### config.mk
export PLATFORM = sky130hd
export DESIGN_NAME = bitwise_huffman_table_decoder
export DESIGN_NICKNAME = d
export VERILOG_FILES = /design/src/hdl/bhtd_pkg.sv /design/src/hdl/bhtd_tables.sv /design/src/hdl/bitwise_huffman_table_decoder.sv
export VERILOG_INCLUDE_DIRS = /design/src /design/src/hdl
export SDC_FILE = /design/constraint.sdc
export NUM_CORES = 2
export LEC_CHECK = 0
export ABC_AREA = 1
export BUFFER_PORTS_ARGS = -buffer_cell sky130_fd_sc_hd__clkbuf_2
export CAP_MARGIN = 20
export CORE_AREA = 8 8 529 531
export DETAILED_ROUTE_END_ITERATION = 8
export DIE_AREA = 0 0 537 539
export PLACE_DENSITY = 0.65
export SLEW_MARGIN = 5
export SYNTH_ARGS = -nofsm -noshare
export SYNTH_HDL_FRONTEND = slang
export SYNTH_SLANG_ARGS = --single-unit
### constraint.sdc
create_clock -name aclk -period 5.48 [get_ports aclk]
set_clock_uncertainty 0.15 [all_clocks]
set_input_delay 1.096 -clock aclk [delete_from_list [all_inputs] [get_ports aclk]]
set_output_delay 1.096 -clock aclk [all_outputs]
set_load 0.01 [all_outputs]
### src/hdl/bitwise_huffman_table_decoder_macros.svh
// assertion helpers shared by the decoder rtl
`ifndef BITWISE_HUFFMAN_TABLE_DECODER_MACROS_SVH
`define BITWISE_HUFFMAN_TABLE_DECODER_MACROS_SVH

// same-cycle implication, disabled while reset is low
`define BHTD_ASSERT_IMP(label, clk, rst_n, ante, cons, msg) \
    label: assert property (@(posedge clk) disable iff (!rst_n) (ante) |-> (cons)) \
        else $error(msg);

// next-cycle implication, disabled while reset is low
`define BHTD_ASSERT_NXT(label, clk, rst_n, ante, cons, msg) \
    label: assert property (@(posedge clk) disable iff (!rst_n) (ante) |=> (cons)) \
        else $error(msg);

`endif

### src/hdl/bhtd_pkg.sv
package bhtd_pkg;

    localparam int BHTD_NODE_COUNT = 128;
    localparam int SYM_COUNT       = 128;

    // input item kinds
    localparam logic [2:0] KIND_LEFT  = 3'd0;
    localparam logic [2:0] KIND_RIGHT = 3'd1;
    localparam logic [2:0] KIND_SYM   = 3'd2;
    localparam logic [2:0] KIND_START = 3'd3;
    localparam logic [2:0] KIND_BYTE  = 3'd4;

    // result kinds
    localparam logic RK_SYMBOL = 1'b0;
    localparam logic RK_ADDR   = 1'b1;

    // register indexes
    localparam logic [1:0] REG_TEXT_BASE = 2'd0;
    localparam logic [1:0] REG_END_CODE  = 2'd1;
    localparam logic [1:0] REG_SPB       = 2'd2;

    localparam logic [3:0] SPB_RESET = 4'd4;

    // table write request
    typedef struct packed {
        logic       wr_left;
        logic       wr_right;
        logic       wr_sym;
        logic [6:0] idx;
        logic [7:0] val;
    } tbl_wr_t;

    // table read request
    typedef struct packed {
        logic       child_en;
        logic [6:0] node;
        logic       sym_en;
        logic [6:0] sym_idx;
    } tbl_rd_t;

endpackage

### src/hdl/bhtd_tables.sv
module bhtd_tables import bhtd_pkg::*; #(
    parameter int NODE_COUNT = BHTD_NODE_COUNT
) (
    input  logic       aclk,
    input  tbl_wr_t    wr,
    input  tbl_rd_t    rd,
    output logic [7:0] left_q,
    output logic [7:0] right_q,
    output logic [7:0] sym_q
);

    localparam int         NODE_AW  = (NODE_COUNT > 2) ? $clog2(NODE_COUNT) : 1;
    localparam logic [7:0] NODE_LIM = 8'(NODE_COUNT);

    logic [7:0] left_mem  [NODE_COUNT];
    logic [7:0] right_mem [NODE_COUNT];
    logic [7:0] sym_mem   [SYM_COUNT];

    logic [7:0] left_rd_reg;
    logic [7:0] right_rd_reg;
    logic [7:0] sym_rd_reg;
    logic       node_ok_reg;

    logic wr_in_range;
    logic rd_in_range;

    assign wr_in_range = ({1'b0, wr.idx} < NODE_LIM);
    assign rd_in_range = ({1'b0, rd.node} < NODE_LIM);

    // child tables, writes beyond the node count are dropped
    always_ff @(posedge aclk) begin
        if (wr.wr_left && wr_in_range) begin
            left_mem[wr.idx[NODE_AW-1:0]] <= wr.val;
        end
        if (wr.wr_right && wr_in_range) begin
            right_mem[wr.idx[NODE_AW-1:0]] <= wr.val;
        end
        if (rd.child_en) begin
            left_rd_reg  <= left_mem[rd.node[NODE_AW-1:0]];
            right_rd_reg <= right_mem[rd.node[NODE_AW-1:0]];
            node_ok_reg  <= rd_in_range;
        end
    end

    always_ff @(posedge aclk) begin
        if (wr.wr_sym) begin
            sym_mem[wr.idx] <= wr.val;
        end
        if (rd.sym_en) begin
            sym_rd_reg <= sym_mem[rd.sym_idx];
        end
    end

    // out-of-range node reads as zero, back to the root
    assign left_q  = node_ok_reg ? left_rd_reg  : 8'h00;
    assign right_q = node_ok_reg ? right_rd_reg : 8'h00;
    assign sym_q   = sym_rd_reg;

endmodule

### src/hdl/bitwise_huffman_table_decoder.sv
// a table write goes in on acceptance and an ignored item is dropped; a start item registers
// its address beat once the output register is free, then returns to idle for the next item
// one item at a time: for a byte each bit reads the child tables and steps the tree, a leaf
// also reads the symbol map, and a flush ends the byte; a waiting beat holds the walk
// reset: aresetn low at a rising edge clears the walk, the block state and the registers
// (screens_per_block to 4); the tables keep their contents and are undefined until written
`include "bitwise_huffman_table_decoder_macros.svh"

module bitwise_huffman_table_decoder import bhtd_pkg::*; #(
    parameter int NODE_COUNT = BHTD_NODE_COUNT
) (
    input  logic        aclk,
    input  logic        aresetn,

    // input beats
    input  logic        s_tvalid,
    output logic        s_tready,
    input  logic [39:0] s_tdata,   // table_index[6:0], table_value[14:7],
                                   // packed_pointer[30:15], data_byte[38:31], zero pad
    input  logic [2:0]  s_tuser,   // kind[2:0]

    // result beats
    output logic        m_tvalid,
    input  logic        m_tready,
    output logic [39:0] m_tdata,   // symbol[7:0], byte_address[31:8], block_done[32],
                                   // zero pad
    output logic        m_tuser,   // result_kind[0]
    output logic        m_tlast,

    // register port
    input  logic        psel,
    input  logic        penable,
    input  logic        pwrite,
    input  logic [3:0]  paddr,
    input  logic [31:0] pwdata,
    output logic [31:0] prdata,
    output logic        pready
);

    // sequencer codes
    localparam logic [2:0] ST_IDLE  = 3'd0;  // waiting for an item
    localparam logic [2:0] ST_ADDR  = 3'd1;  // emitting the block start address
    localparam logic [2:0] ST_READ  = 3'd2;  // child table read issued
    localparam logic [2:0] ST_STEP  = 3'd3;  // one tree step on the current bit
    localparam logic [2:0] ST_SYM   = 3'd4;  // leaf hit, symbol map read back
    localparam logic [2:0] ST_FLUSH = 3'd5;  // last held symbol goes out with tlast

    // input field views
    logic [2:0]  in_kind;
    logic [6:0]  in_index;
    logic [7:0]  in_value;
    logic [15:0] in_ptr;
    logic [7:0]  in_byte;

    assign in_kind  = s_tuser;
    assign in_index = s_tdata[6:0];
    assign in_value = s_tdata[14:7];
    assign in_ptr   = s_tdata[30:15];
    assign in_byte  = s_tdata[38:31];

    // configuration registers
    logic [23:0] text_base_reg;
    logic [7:0]  end_code_reg;
    logic [3:0]  spb_reg;

    // control state
    logic [2:0]  state_reg,      state_next;
    logic [6:0]  node_reg,       node_next;
    logic [2:0]  start_bits_reg, start_bits_next;
    logic        first_pend_reg, first_pend_next;
    logic [3:0]  screen_reg,     screen_next;
    logic        active_reg,     active_next;
    logic        pend_valid_reg, pend_valid_next;
    logic        out_valid_reg,  out_valid_next;

    // payload
    logic [7:0]  shift_reg,      shift_next;
    logic [3:0]  cnt_reg,        cnt_next;
    logic [23:0] addr_reg,       addr_next;
    logic [7:0]  pend_sym_reg,   pend_sym_next;
    logic        pend_done_reg,  pend_done_next;
    logic        out_kind_reg,   out_kind_next;
    logic [7:0]  out_sym_reg,    out_sym_next;
    logic [23:0] out_addr_reg,   out_addr_next;
    logic        out_done_reg,   out_done_next;
    logic        out_last_reg,   out_last_next;

    logic        accept;
    logic        out_free;
    logic        cfg_wr;
    logic [7:0]  child;
    logic [3:0]  screen_inc;
    logic        end_hit;
    logic        blk_done;

    tbl_wr_t     tbl_wr;
    tbl_rd_t     tbl_rd;
    logic [7:0]  left_q;
    logic [7:0]  right_q;
    logic [7:0]  sym_q;

    assign s_tready = (state_reg == ST_IDLE);
    assign accept   = s_tvalid && s_tready;
    // output register is free this cycle, or drains this cycle
    assign out_free = !out_valid_reg || m_tready;

    // table writes go straight in on acceptance
    always_comb begin
        tbl_wr.wr_left  = accept && (in_kind == KIND_LEFT);
        tbl_wr.wr_right = accept && (in_kind == KIND_RIGHT);
        tbl_wr.wr_sym   = accept && (in_kind == KIND_SYM);
        tbl_wr.idx      = in_index;
        tbl_wr.val      = in_value;
    end

    bhtd_tables #(
        .NODE_COUNT (NODE_COUNT)
    ) u_tables (
        .aclk    (aclk),
        .wr      (tbl_wr),
        .rd      (tbl_rd),
        .left_q  (left_q),
        .right_q (right_q),
        .sym_q   (sym_q)
    );

    // tree step and leaf bookkeeping
    assign child      = shift_reg[7] ? right_q : left_q;
    assign screen_inc = screen_reg + 4'd1;
    assign end_hit    = (sym_q == end_code_reg);
    assign blk_done   = end_hit && (screen_inc >= spb_reg);

    always_comb begin
        state_next      = state_reg;
        node_next       = node_reg;
        start_bits_next = start_bits_reg;
        first_pend_next = first_pend_reg;
        screen_next     = screen_reg;
        active_next     = active_reg;
        pend_valid_next = pend_valid_reg;
        shift_next      = shift_reg;
        cnt_next        = cnt_reg;
        addr_next       = addr_reg;
        pend_sym_next   = pend_sym_reg;
        pend_done_next  = pend_done_reg;
        out_valid_next  = out_valid_reg;
        out_kind_next   = out_kind_reg;
        out_sym_next    = out_sym_reg;
        out_addr_next   = out_addr_reg;
        out_done_next   = out_done_reg;
        out_last_next   = out_last_reg;

        tbl_rd.child_en = 1'b0;
        tbl_rd.node     = node_reg;
        tbl_rd.sym_en   = 1'b0;
        tbl_rd.sym_idx  = child[6:0];

        if (out_valid_reg && m_tready) begin
            out_valid_next = 1'b0;
        end

        case (state_reg)
            ST_IDLE: begin
                if (accept) begin
                    case (in_kind)
                        KIND_START: begin
                            // offset: low byte plus the top five bits moved down
                            start_bits_next = in_ptr[10:8];
                            first_pend_next = 1'b1;
                            active_next     = 1'b1;
                            screen_next     = 4'd0;
                            node_next       = 7'd0;
                            addr_next       = text_base_reg
                                            + {11'd0, in_ptr[15:11], in_ptr[7:0]};
                            state_next      = ST_ADDR;
                        end
                        KIND_BYTE: begin
                            if (active_reg) begin
                                if (first_pend_reg) begin
                                    // only the low start_bits+1 bits of the first byte
                                    shift_next = in_byte << (3'd7 - start_bits_reg);
                                    cnt_next   = {1'b0, start_bits_reg} + 4'd1;
                                end else begin
                                    shift_next = in_byte;
                                    cnt_next   = 4'd8;
                                end
                                first_pend_next = 1'b0;
                                state_next      = ST_READ;
                            end
                        end
                        default: begin
                        end
                    endcase
                end
            end
            ST_ADDR: begin
                if (out_free) begin
                    out_valid_next = 1'b1;
                    out_kind_next  = RK_ADDR;
                    out_sym_next   = 8'd0;
                    out_addr_next  = addr_reg;
                    out_done_next  = 1'b0;
                    out_last_next  = 1'b1;
                    state_next     = ST_IDLE;
                end
            end
            ST_READ: begin
                tbl_rd.child_en = 1'b1;
                state_next      = ST_STEP;
            end
            ST_STEP: begin
                shift_next = {shift_reg[6:0], 1'b0};
                cnt_next   = cnt_reg - 4'd1;
                if (child[7]) begin
                    tbl_rd.sym_en = 1'b1;
                    state_next    = ST_SYM;
                end else begin
                    node_next  = child[6:0];
                    state_next = (cnt_reg == 4'd1) ? ST_FLUSH : ST_READ;
                end
            end
            ST_SYM: begin
                // the held symbol is known not to be last once another leaf shows up
                if (!pend_valid_reg || out_free) begin
                    if (pend_valid_reg) begin
                        out_valid_next = 1'b1;
                        out_kind_next  = RK_SYMBOL;
                        out_sym_next   = pend_sym_reg;
                        out_addr_next  = 24'd0;
                        out_done_next  = pend_done_reg;
                        out_last_next  = 1'b0;
                    end
                    node_next       = 7'd0;
                    pend_valid_next = 1'b1;
                    pend_sym_next   = sym_q;
                    pend_done_next  = blk_done;
                    if (end_hit) begin
                        screen_next = screen_inc;
                    end
                    if (blk_done) begin
                        active_next = 1'b0;
                        state_next  = ST_FLUSH;
                    end else begin
                        state_next = (cnt_reg == 4'd0) ? ST_FLUSH : ST_READ;
                    end
                end
            end
            ST_FLUSH: begin
                if (!pend_valid_reg) begin
                    state_next = ST_IDLE;
                end else if (out_free) begin
                    out_valid_next  = 1'b1;
                    out_kind_next   = RK_SYMBOL;
                    out_sym_next    = pend_sym_reg;
                    out_addr_next   = 24'd0;
                    out_done_next   = pend_done_reg;
                    out_last_next   = 1'b1;
                    pend_valid_next = 1'b0;
                    state_next      = ST_IDLE;
                end
            end
            default: begin
                state_next = ST_IDLE;
            end
        endcase
    end

    always_ff @(posedge aclk) begin
        if (!aresetn) begin
            state_reg      <= ST_IDLE;
            node_reg       <= 7'd0;
            start_bits_reg <= 3'd0;
            first_pend_reg <= 1'b0;
            screen_reg     <= 4'd0;
            active_reg     <= 1'b0;
            pend_valid_reg <= 1'b0;
            out_valid_reg  <= 1'b0;
        end else begin
            state_reg      <= state_next;
            node_reg       <= node_next;
            start_bits_reg <= start_bits_next;
            first_pend_reg <= first_pend_next;
            screen_reg     <= screen_next;
            active_reg     <= active_next;
            pend_valid_reg <= pend_valid_next;
            out_valid_reg  <= out_valid_next;
        end
    end

    always_ff @(posedge aclk) begin
        shift_reg     <= shift_next;
        cnt_reg       <= cnt_next;
        addr_reg      <= addr_next;
        pend_sym_reg  <= pend_sym_next;
        pend_done_reg <= pend_done_next;
        out_kind_reg  <= out_kind_next;
        out_sym_reg   <= out_sym_next;
        out_addr_reg  <= out_addr_next;
        out_done_reg  <= out_done_next;
        out_last_reg  <= out_last_next;
    end

    assign m_tvalid = out_valid_reg;
    assign m_tdata  = {7'd0, out_done_reg, out_addr_reg, out_sym_reg};
    assign m_tuser  = out_kind_reg;
    assign m_tlast  = out_last_reg;

    // register port, index from the word address
    assign pready = 1'b1;
    assign cfg_wr = psel && penable && pwrite;

    always_ff @(posedge aclk) begin
        if (!aresetn) begin
            text_base_reg <= 24'd0;
            end_code_reg  <= 8'd0;
            spb_reg       <= SPB_RESET;
        end else if (cfg_wr) begin
            case (paddr[3:2])
                REG_TEXT_BASE: text_base_reg <= pwdata[23:0];
                REG_END_CODE:  end_code_reg  <= pwdata[7:0];
                REG_SPB:       spb_reg       <= pwdata[3:0];
                default: begin
                end
            endcase
        end
    end

    always_comb begin
        case (paddr[3:2])
            REG_TEXT_BASE: prdata = {8'd0, text_base_reg};
            REG_END_CODE:  prdata = {24'd0, end_code_reg};
            REG_SPB:       prdata = {28'd0, spb_reg};
            default:       prdata = 32'd0;
        endcase
    end

    // checks on the sequencer
    `BHTD_ASSERT_IMP(a_idle_no_held_sym, aclk, aresetn, state_reg == ST_IDLE, !pend_valid_reg, "symbol still held while taking new items")
    `BHTD_ASSERT_IMP(a_done_ends_block, aclk, aresetn, pend_valid_reg && pend_done_reg, !active_reg, "block still active after its last screen")
    `BHTD_ASSERT_IMP(a_done_is_last, aclk, aresetn, out_valid_reg && out_done_reg, out_last_reg, "block end beat not marked last")
    `BHTD_ASSERT_IMP(a_read_has_bits, aclk, aresetn, state_reg == ST_READ, cnt_reg != 4'd0, "tree step issued with no bits left")
    `BHTD_ASSERT_NXT(a_start_arms, aclk, aresetn, accept && in_kind == KIND_START, active_reg && state_reg == ST_ADDR, "start item did not arm the block")

endmodule
Word-level counts from Yosys, hierarchy flattened
Memory sizes are Yosys's and may differ from the RTL's. A register that Yosys moved wholly into a read port is not among the register bits.
Cells that the tools add are included.
{ "word_totals": {"reg_bits": 137, "mem_bits_rw": 3072, "in_bits": 86, "out_inout_bits": 77, "elab_cells": 180, "mem_count": 3} }
{ "classes": {"n_addsub": 5, "n_lt_le_gt_ge": 1, "n_eq_ne": 28, "n_shift": 1, "n_mux": 85, "n_reduce_logical": 36} }
{ "mem_list": {"columns": ["name", "depth", "width", "rd", "rd_clocked_by_memory_dff", "write_ports", "line", "source"], "rows": [
  ["u_tables.left_mem", 128, 8, 1, 1, 1, "bhtd_tables.sv:15", "logic [7:0] left_mem [NODE_COUNT];"],
  ["u_tables.right_mem", 128, 8, 1, 1, 1, "bhtd_tables.sv:16", "logic [7:0] right_mem [NODE_COUNT];"],
  ["u_tables.sym_mem", 128, 8, 1, 1, 1, "bhtd_tables.sv:17", "logic [7:0] sym_mem [SYM_COUNT];"]
]} }
{ "ops": {"columns": ["cell", "n"], "rows": [
  ["one-hot mux 24 bit (3 select lines)", 2],
  ["two-way mux 24 bit", 5],
  ["two-way mux 8 bit", 10],
  ["two-way mux 1 bit", 33],
  ["two-way mux 4 bit", 8],
  ["two-way mux 7 bit", 4],
  ["two-way mux 3 bit", 9],
  ["adder 24 x 13 -> 24 bit", 1],
  ["one-hot mux 8 bit (3 select lines)", 1],
  ["one-hot mux 7 bit (3 select lines)", 1],
  ["!= test 2 bit, second input constant", 9],
  ["one-hot mux 3 bit (6 select lines)", 1],
  ["one-hot mux 4 bit (2 select lines)", 2],
  ["one-hot mux 8 bit (2 select lines)", 1],
  ["AND reduction 4 bit", 4],
  ["AND reduction 5 bit", 3],
  ["== test 3 x 2 -> 1 bit, second input constant", 4],
  ["one-hot mux 1 bit (3 select lines)", 4],
  ["AND reduction 2 bit", 5],
  ["== test 3 bit, second input constant", 3],
  ["== test 8 bit", 1],
  ["logical AND 1 bit", 8],
  ["!= test 2 x 1 -> 1 bit, second input constant", 4],
  ["nonzero test 2 bit", 4],
  ["22 further kinds", 29]
]} }

Depth between registers and ports, before layout
{ "depth": {"ltp_word": 7, "ltp_mapped": 16} }

Modules after synthesis
A second synthesis with hierarchy kept.
{ "unflattened": {"hier_cells": 11411, "area_unflattened_um2": 132884.9} }
{ "by_module_without_submodules": {"columns": ["module", "n_inst", "cells_per_inst", "area_each_um2", "seq_area_each_um2"], "rows": [
  ["bhtd_tables", 1, 10586, 125845.7, 92969.2],
  ["bitwise_huffman_table_decoder", 1, 825, 7039.3, 3543.4]
]} }

Worst setup path after synthesis
OpenSTA, ideal clock, no wires.
{ "synth_path": {"path_type": "input to register", "from": "input port m_tready", "to": "register out_kind_reg, in the netlist m_tuser (enable)", "setup_ns": 0.475, "arrival_ns": 3.963, "t_required_ns": 4.855, "setup_slack_ns": 0.892, "cell_stages": 6, "path_buffers": 0, "path_cell_list": "nor2_1 -> nand2_1 -> inv_1 -> nand2_2 -> inv_1 -> nor3b_1"} }
{ "synth_via": {"elab_chain_len": 4, "word_cells_on_any_way": 6} }
{ "synth_rtl": {"columns": ["element", "line", "source"], "rows": [
  ["start: declaration", "bitwise_huffman_table_decoder.sv:24", "input logic m_tready,"],
  ["logical OR 1 bit *", "bitwise_huffman_table_decoder.sv:105", "assign out_free = !out_valid_reg || m_tready;"],
  ["logical OR 1 bit", "bitwise_huffman_table_decoder.sv:224", "if (!pend_valid_reg || out_free) begin"],
  ["!= test 2 bit (no source line)", null, null],
  ["AND reduction 6 bit (no source line) *", null, null],
  ["end signal: assignment", "bitwise_huffman_table_decoder.sv:296", "out_kind_reg <= out_kind_next;"],
  ["end: declaration", "bitwise_huffman_table_decoder.sv:82", "logic out_kind_reg, out_kind_next;"]
]} }
Every way passes the cells marked *; elsewhere a longest branch is shown, timed or not.
A chain may end at the register's enable or synchronous reset.

Worst setup path after layout
{ "layout_path": {"from": "register shift_reg[7]", "to": "register u_tables.sym_rd_reg[0], in the netlist u_tables.sym_q[0] (read register of u_tables.sym_mem) (data pin)"} }
{ "layout_via": {"elab_chain_len": 3} }
{ "layout_rtl": {"columns": ["element", "line", "source"], "rows": [
  ["start: declaration", "bitwise_huffman_table_decoder.sv:77", "logic [7:0] shift_reg, shift_next;"],
  ["start signal: assignment", "bitwise_huffman_table_decoder.sv:291", "shift_reg <= shift_next;"],
  ["two-way mux 8 bit *", "bitwise_huffman_table_decoder.sv:128", "assign child = shift_reg[7] ? right_q : left_q;"],
  ["two-way mux 1 bit", "bitwise_huffman_table_decoder.sv:214", "if (child[7]) begin"],
  ["two-way mux 1 bit", "bitwise_huffman_table_decoder.sv:162", "case (state_reg)"],
  ["end: declaration", "bhtd_tables.sv:21", "logic [7:0] sym_rd_reg;"]
]} }
Marked as above.

==> impl_metrics.toml <==
[place]
dp_slack_ns = 1.256
dp_cells = 14887
hpwl_microns = 214500
io_buffers = 135
gp_congestion = 0.8926

[clock_network]
clock_latency_ns = 0.87
numCtsBuffers = 332
htree_levels = 5
cts_root_buf = "clkbuf_16"
ctsHoldBuffers = 0
post_cts_resized = 0
cts_sinks = 3233
clk_path_buf_depth = 4
cts_setup_buffers = 0
clkSlewWorstSetupHoldPaths_ns = 0.06
tritoncts = "done"

[worst_setup_path]
critPathMaxFanout = 114
cp-end-kind = "flip-flop"
path_cells = "buf_4, inv_2, nand2_4, nand2_8, buf_12, nand2_1, nand3_1, nand3_1, nand3_1, nand3_1, nand3_1, nand2_1, nand2_1, nand2_1"
crit_family = "simple AND/OR/NAND/NOR gates"
path_buf_inv = 3
critical_path_class = "reg -> reg"
slowest_delay_ns = 0.63
setup.worst_path.start_class = "flip-flop"
cpMostUsedCell = "nand3_1"
critPathRequiredTime_ns = 5.94
cp.arrival_ns = 4.41
cpMaxStageDelayCell = "nand2_8"

[layout]
layout-drive-gt1-share_pct = 6.357
multi_input_area_sq_mm = 0.03089
area_growth_pct = 10.31
regArea_sq_mm = 0.09653
layoutNonFillerInstCount = 15472
num-fill-cells = 22531
finalNetCount = 11742
finish.utilization_pct = 54.69

[grt]
grt_pass1_wl_microns = 542100
track_usage_pct = 24.44
grt_overflow = 0
grt_max_degree = 228
grt_pass1_vias = 85131
antenna_found_initial = 13

[pwr]
intPower_mw = 40.16
peakVddDrop_mv = 0.2502
netSwitchingPower_mw = 11.40
switching_share_pct = 22.11
p_comb_share_pct = 5.3
p_seq_share_pct = 52.8
pwr-share-clk_pct = 41.8
powerDensity_mw_per_mm2 = 346.6
p_leak_nw = 53.25

[yosys]
synth_ff_type = "edfxtp_1"
ys_seq_elements = 3233
async_flop_share_pct = 0
ys_seq_area_share_pct = 71.58
synth-edff-count = 3176
syn_avg_cell_area_sq_um = 11.45
synth_cells = 11775
synth_cell_types = 55
yosysWarnings = 0
syn_area_sq_mm = 0.1348

[floorplanning]
num_rows = 192
io_pins = 163
coreArea_sq_mm = 0.2719
die-area_sq_mm = 0.2894
die_w_microns = 537
initial_core_util_pct = 49.58
die-height_microns = 539

[drt]
dr.pass1.iters = 6
vias = 89365
wl_per_cell_microns = 23.63
wl_microns = 365500
drcViolationCount = 0
ant_nets = 0
drt_iter0_drc = 10440
via_per_inst = 5.776

[run_status]
outcome = "finished, final reports clean"

[timing]
setup_ws_ns = 1.531
final.setup.tns_ns = 0
max_freq_mhz = 253.2
finalMaxSlewViolations = 0
setup_viol = 0
rsz0062_at_grt = "false"
slew_headroom_pct = 28.45
post-route-min-period_ns = 3.949
worstMarginPinSlew_ns = 1.069
finalHoldViolCount = 0
period_share_pct = 72.07

[job]
maxCapViolCount = 0

[worst_hold_path]
hold_path.class = "reg -> reg"
-- routing by layer --
metal  track usage [%]  vias to the layer above  part of all wire [%]
met1             33.33                    43539                    40
met3             4.104                      781                   8.8
li1                  -                    40789                     -
met5                 0                        -                     0
met2             39.12                     4256                    47
met4             10.23                        0                   4.7
-- area by class of cell --
| type | count | share of cell area (%) |
|---|---|---|
| flip-flops and latches | 3233 | 64.90 |
| multi-input cells | 6712 | 20.77 |
| clock buffers | 412 | 5.895 |
| clock inverters | 165 | 0.9489 |
| diodes | 7 | 0.01178 |
| repair buffers | 275 | 1.708 |
| well taps | 3589 | 3.019 |
| inverters | 1079 | 2.748 |
-- power by group through the flow --
stage / sequential (mW) / clock [mW] / combinational (mW)
2_1_floorplan: 27.7 / 0 / 1.46
3_3_place_gp: 27.8 / 0 / 2.66
3_5_place_dp: 27.8 / 0 / 2.71
4_1_cts: 27.2 / 21.8 / 2.72
5_1_grt: 27.2 / 22.7 / 2.96
6_report: 27.2 / 21.6 / 2.75
-- cells by family (layout without fill, tap and decap cells) --
kind of cell    count (synthesis)  after routing  synth area share (%)
compound gates               1664           1664                 6.707
xor+xnor                       33             33                0.2144
fa+ha+maj                      23             23                0.2190
buf+inv                      1844           1931                 5.641
flops                        3233           3233                 71.58
mux                             2              2               0.01485
other cells                     2             23              0.005570
simple gates                 4974           4974                 15.62
-- synthesized netlist by cell type (10+ instances only) --
library cell	n	area share, %
buf_4	55	0.31
nor2_1	1452	4.0
nor3_1	18	0.067
dfxtp_1	57	0.85
nand3b_1	64	0.36
clkbuf_1	355	0.99
edfxtp_1	3176	71
o22ai_1	468	2.2
xor2_1	22	0.14
a21oi_1	115	0.43
inv_1	1066	3.0
ha_1	22	0.20
nand3_1	1627	6.0
o21ai_1	25	0.093
buf_2	315	1.2
buf_6	10	0.084
o21ai_0	1016	3.8
xnor2_1	11	0.071
nand2_1	1789	5.0
buf_1	25	0.070
-- stage by stage --
step | instance area [sq um] | hold WS (ns) | power, mW
finish | 148700 | 0.3319 | 51.55
global route | 148700 | 0.3105 | 52.86
CTS | 148700 | 0.2871 | 51.77
detailed placement | 138500 | 0.3217 | 30.47
global placement | 138500 | 0.3204 | 30.41
floorplan | 134900 | 0.2973 | 29.17
-- cell usage in the layout (no fill, tap or decap), types with 5 or more instances in the layout --
cell,n
o22ai_1,468
o21ai_0,1016
clkinvlp_4,9
nand3b_1,64
edfxtp_1,3176
nand2_1,1788
nor2_1,1452
o21ai_1,22
nor3_1,10
clkbuf_2,127
clkinv_1,77
inv_2,5
bufinv_16,21
nor3_2,10
buf_12,57
xor2_1,22
nand4_1,8
clkinv_2,50
conb_1,16
clkbuf_1,72
dfxtp_1,52
buf_4,82
inv_1,1063
a211oi_1,8
xnor2_1,11
ha_1,22
buf_8,8
a31oi_1,5
diode_2,7
nand3_1,1627
clkbuf_16,339
a21oi_1,115
-- worst reg2reg max path: cells and delay by family, from the launching register on --
kind                   cells  cell delay, ns
buffers and inverters      3            0.86
flip-flops                 1            0.53
AND/OR/NAND/NOR           11            2.17
-- worst paths after layout --
| check | endpoint | cells past startpoint | from | slack (ns) |
|---|---|---|---|---|
| setup reg to reg | u_tables.sym_q[0] | 14 | shift_reg[7] | 1.53 |
| hold reg to reg | screen_reg[3] | 2 | screen_reg[3] | 0.33 |
| setup / recovery | u_tables.sym_q[0] | 14 | shift_reg[7] | 1.53 |
| hold / removal | screen_reg[3] | 2 | screen_reg[3] | 0.33 |
Power figures use the tool's default switching activity.
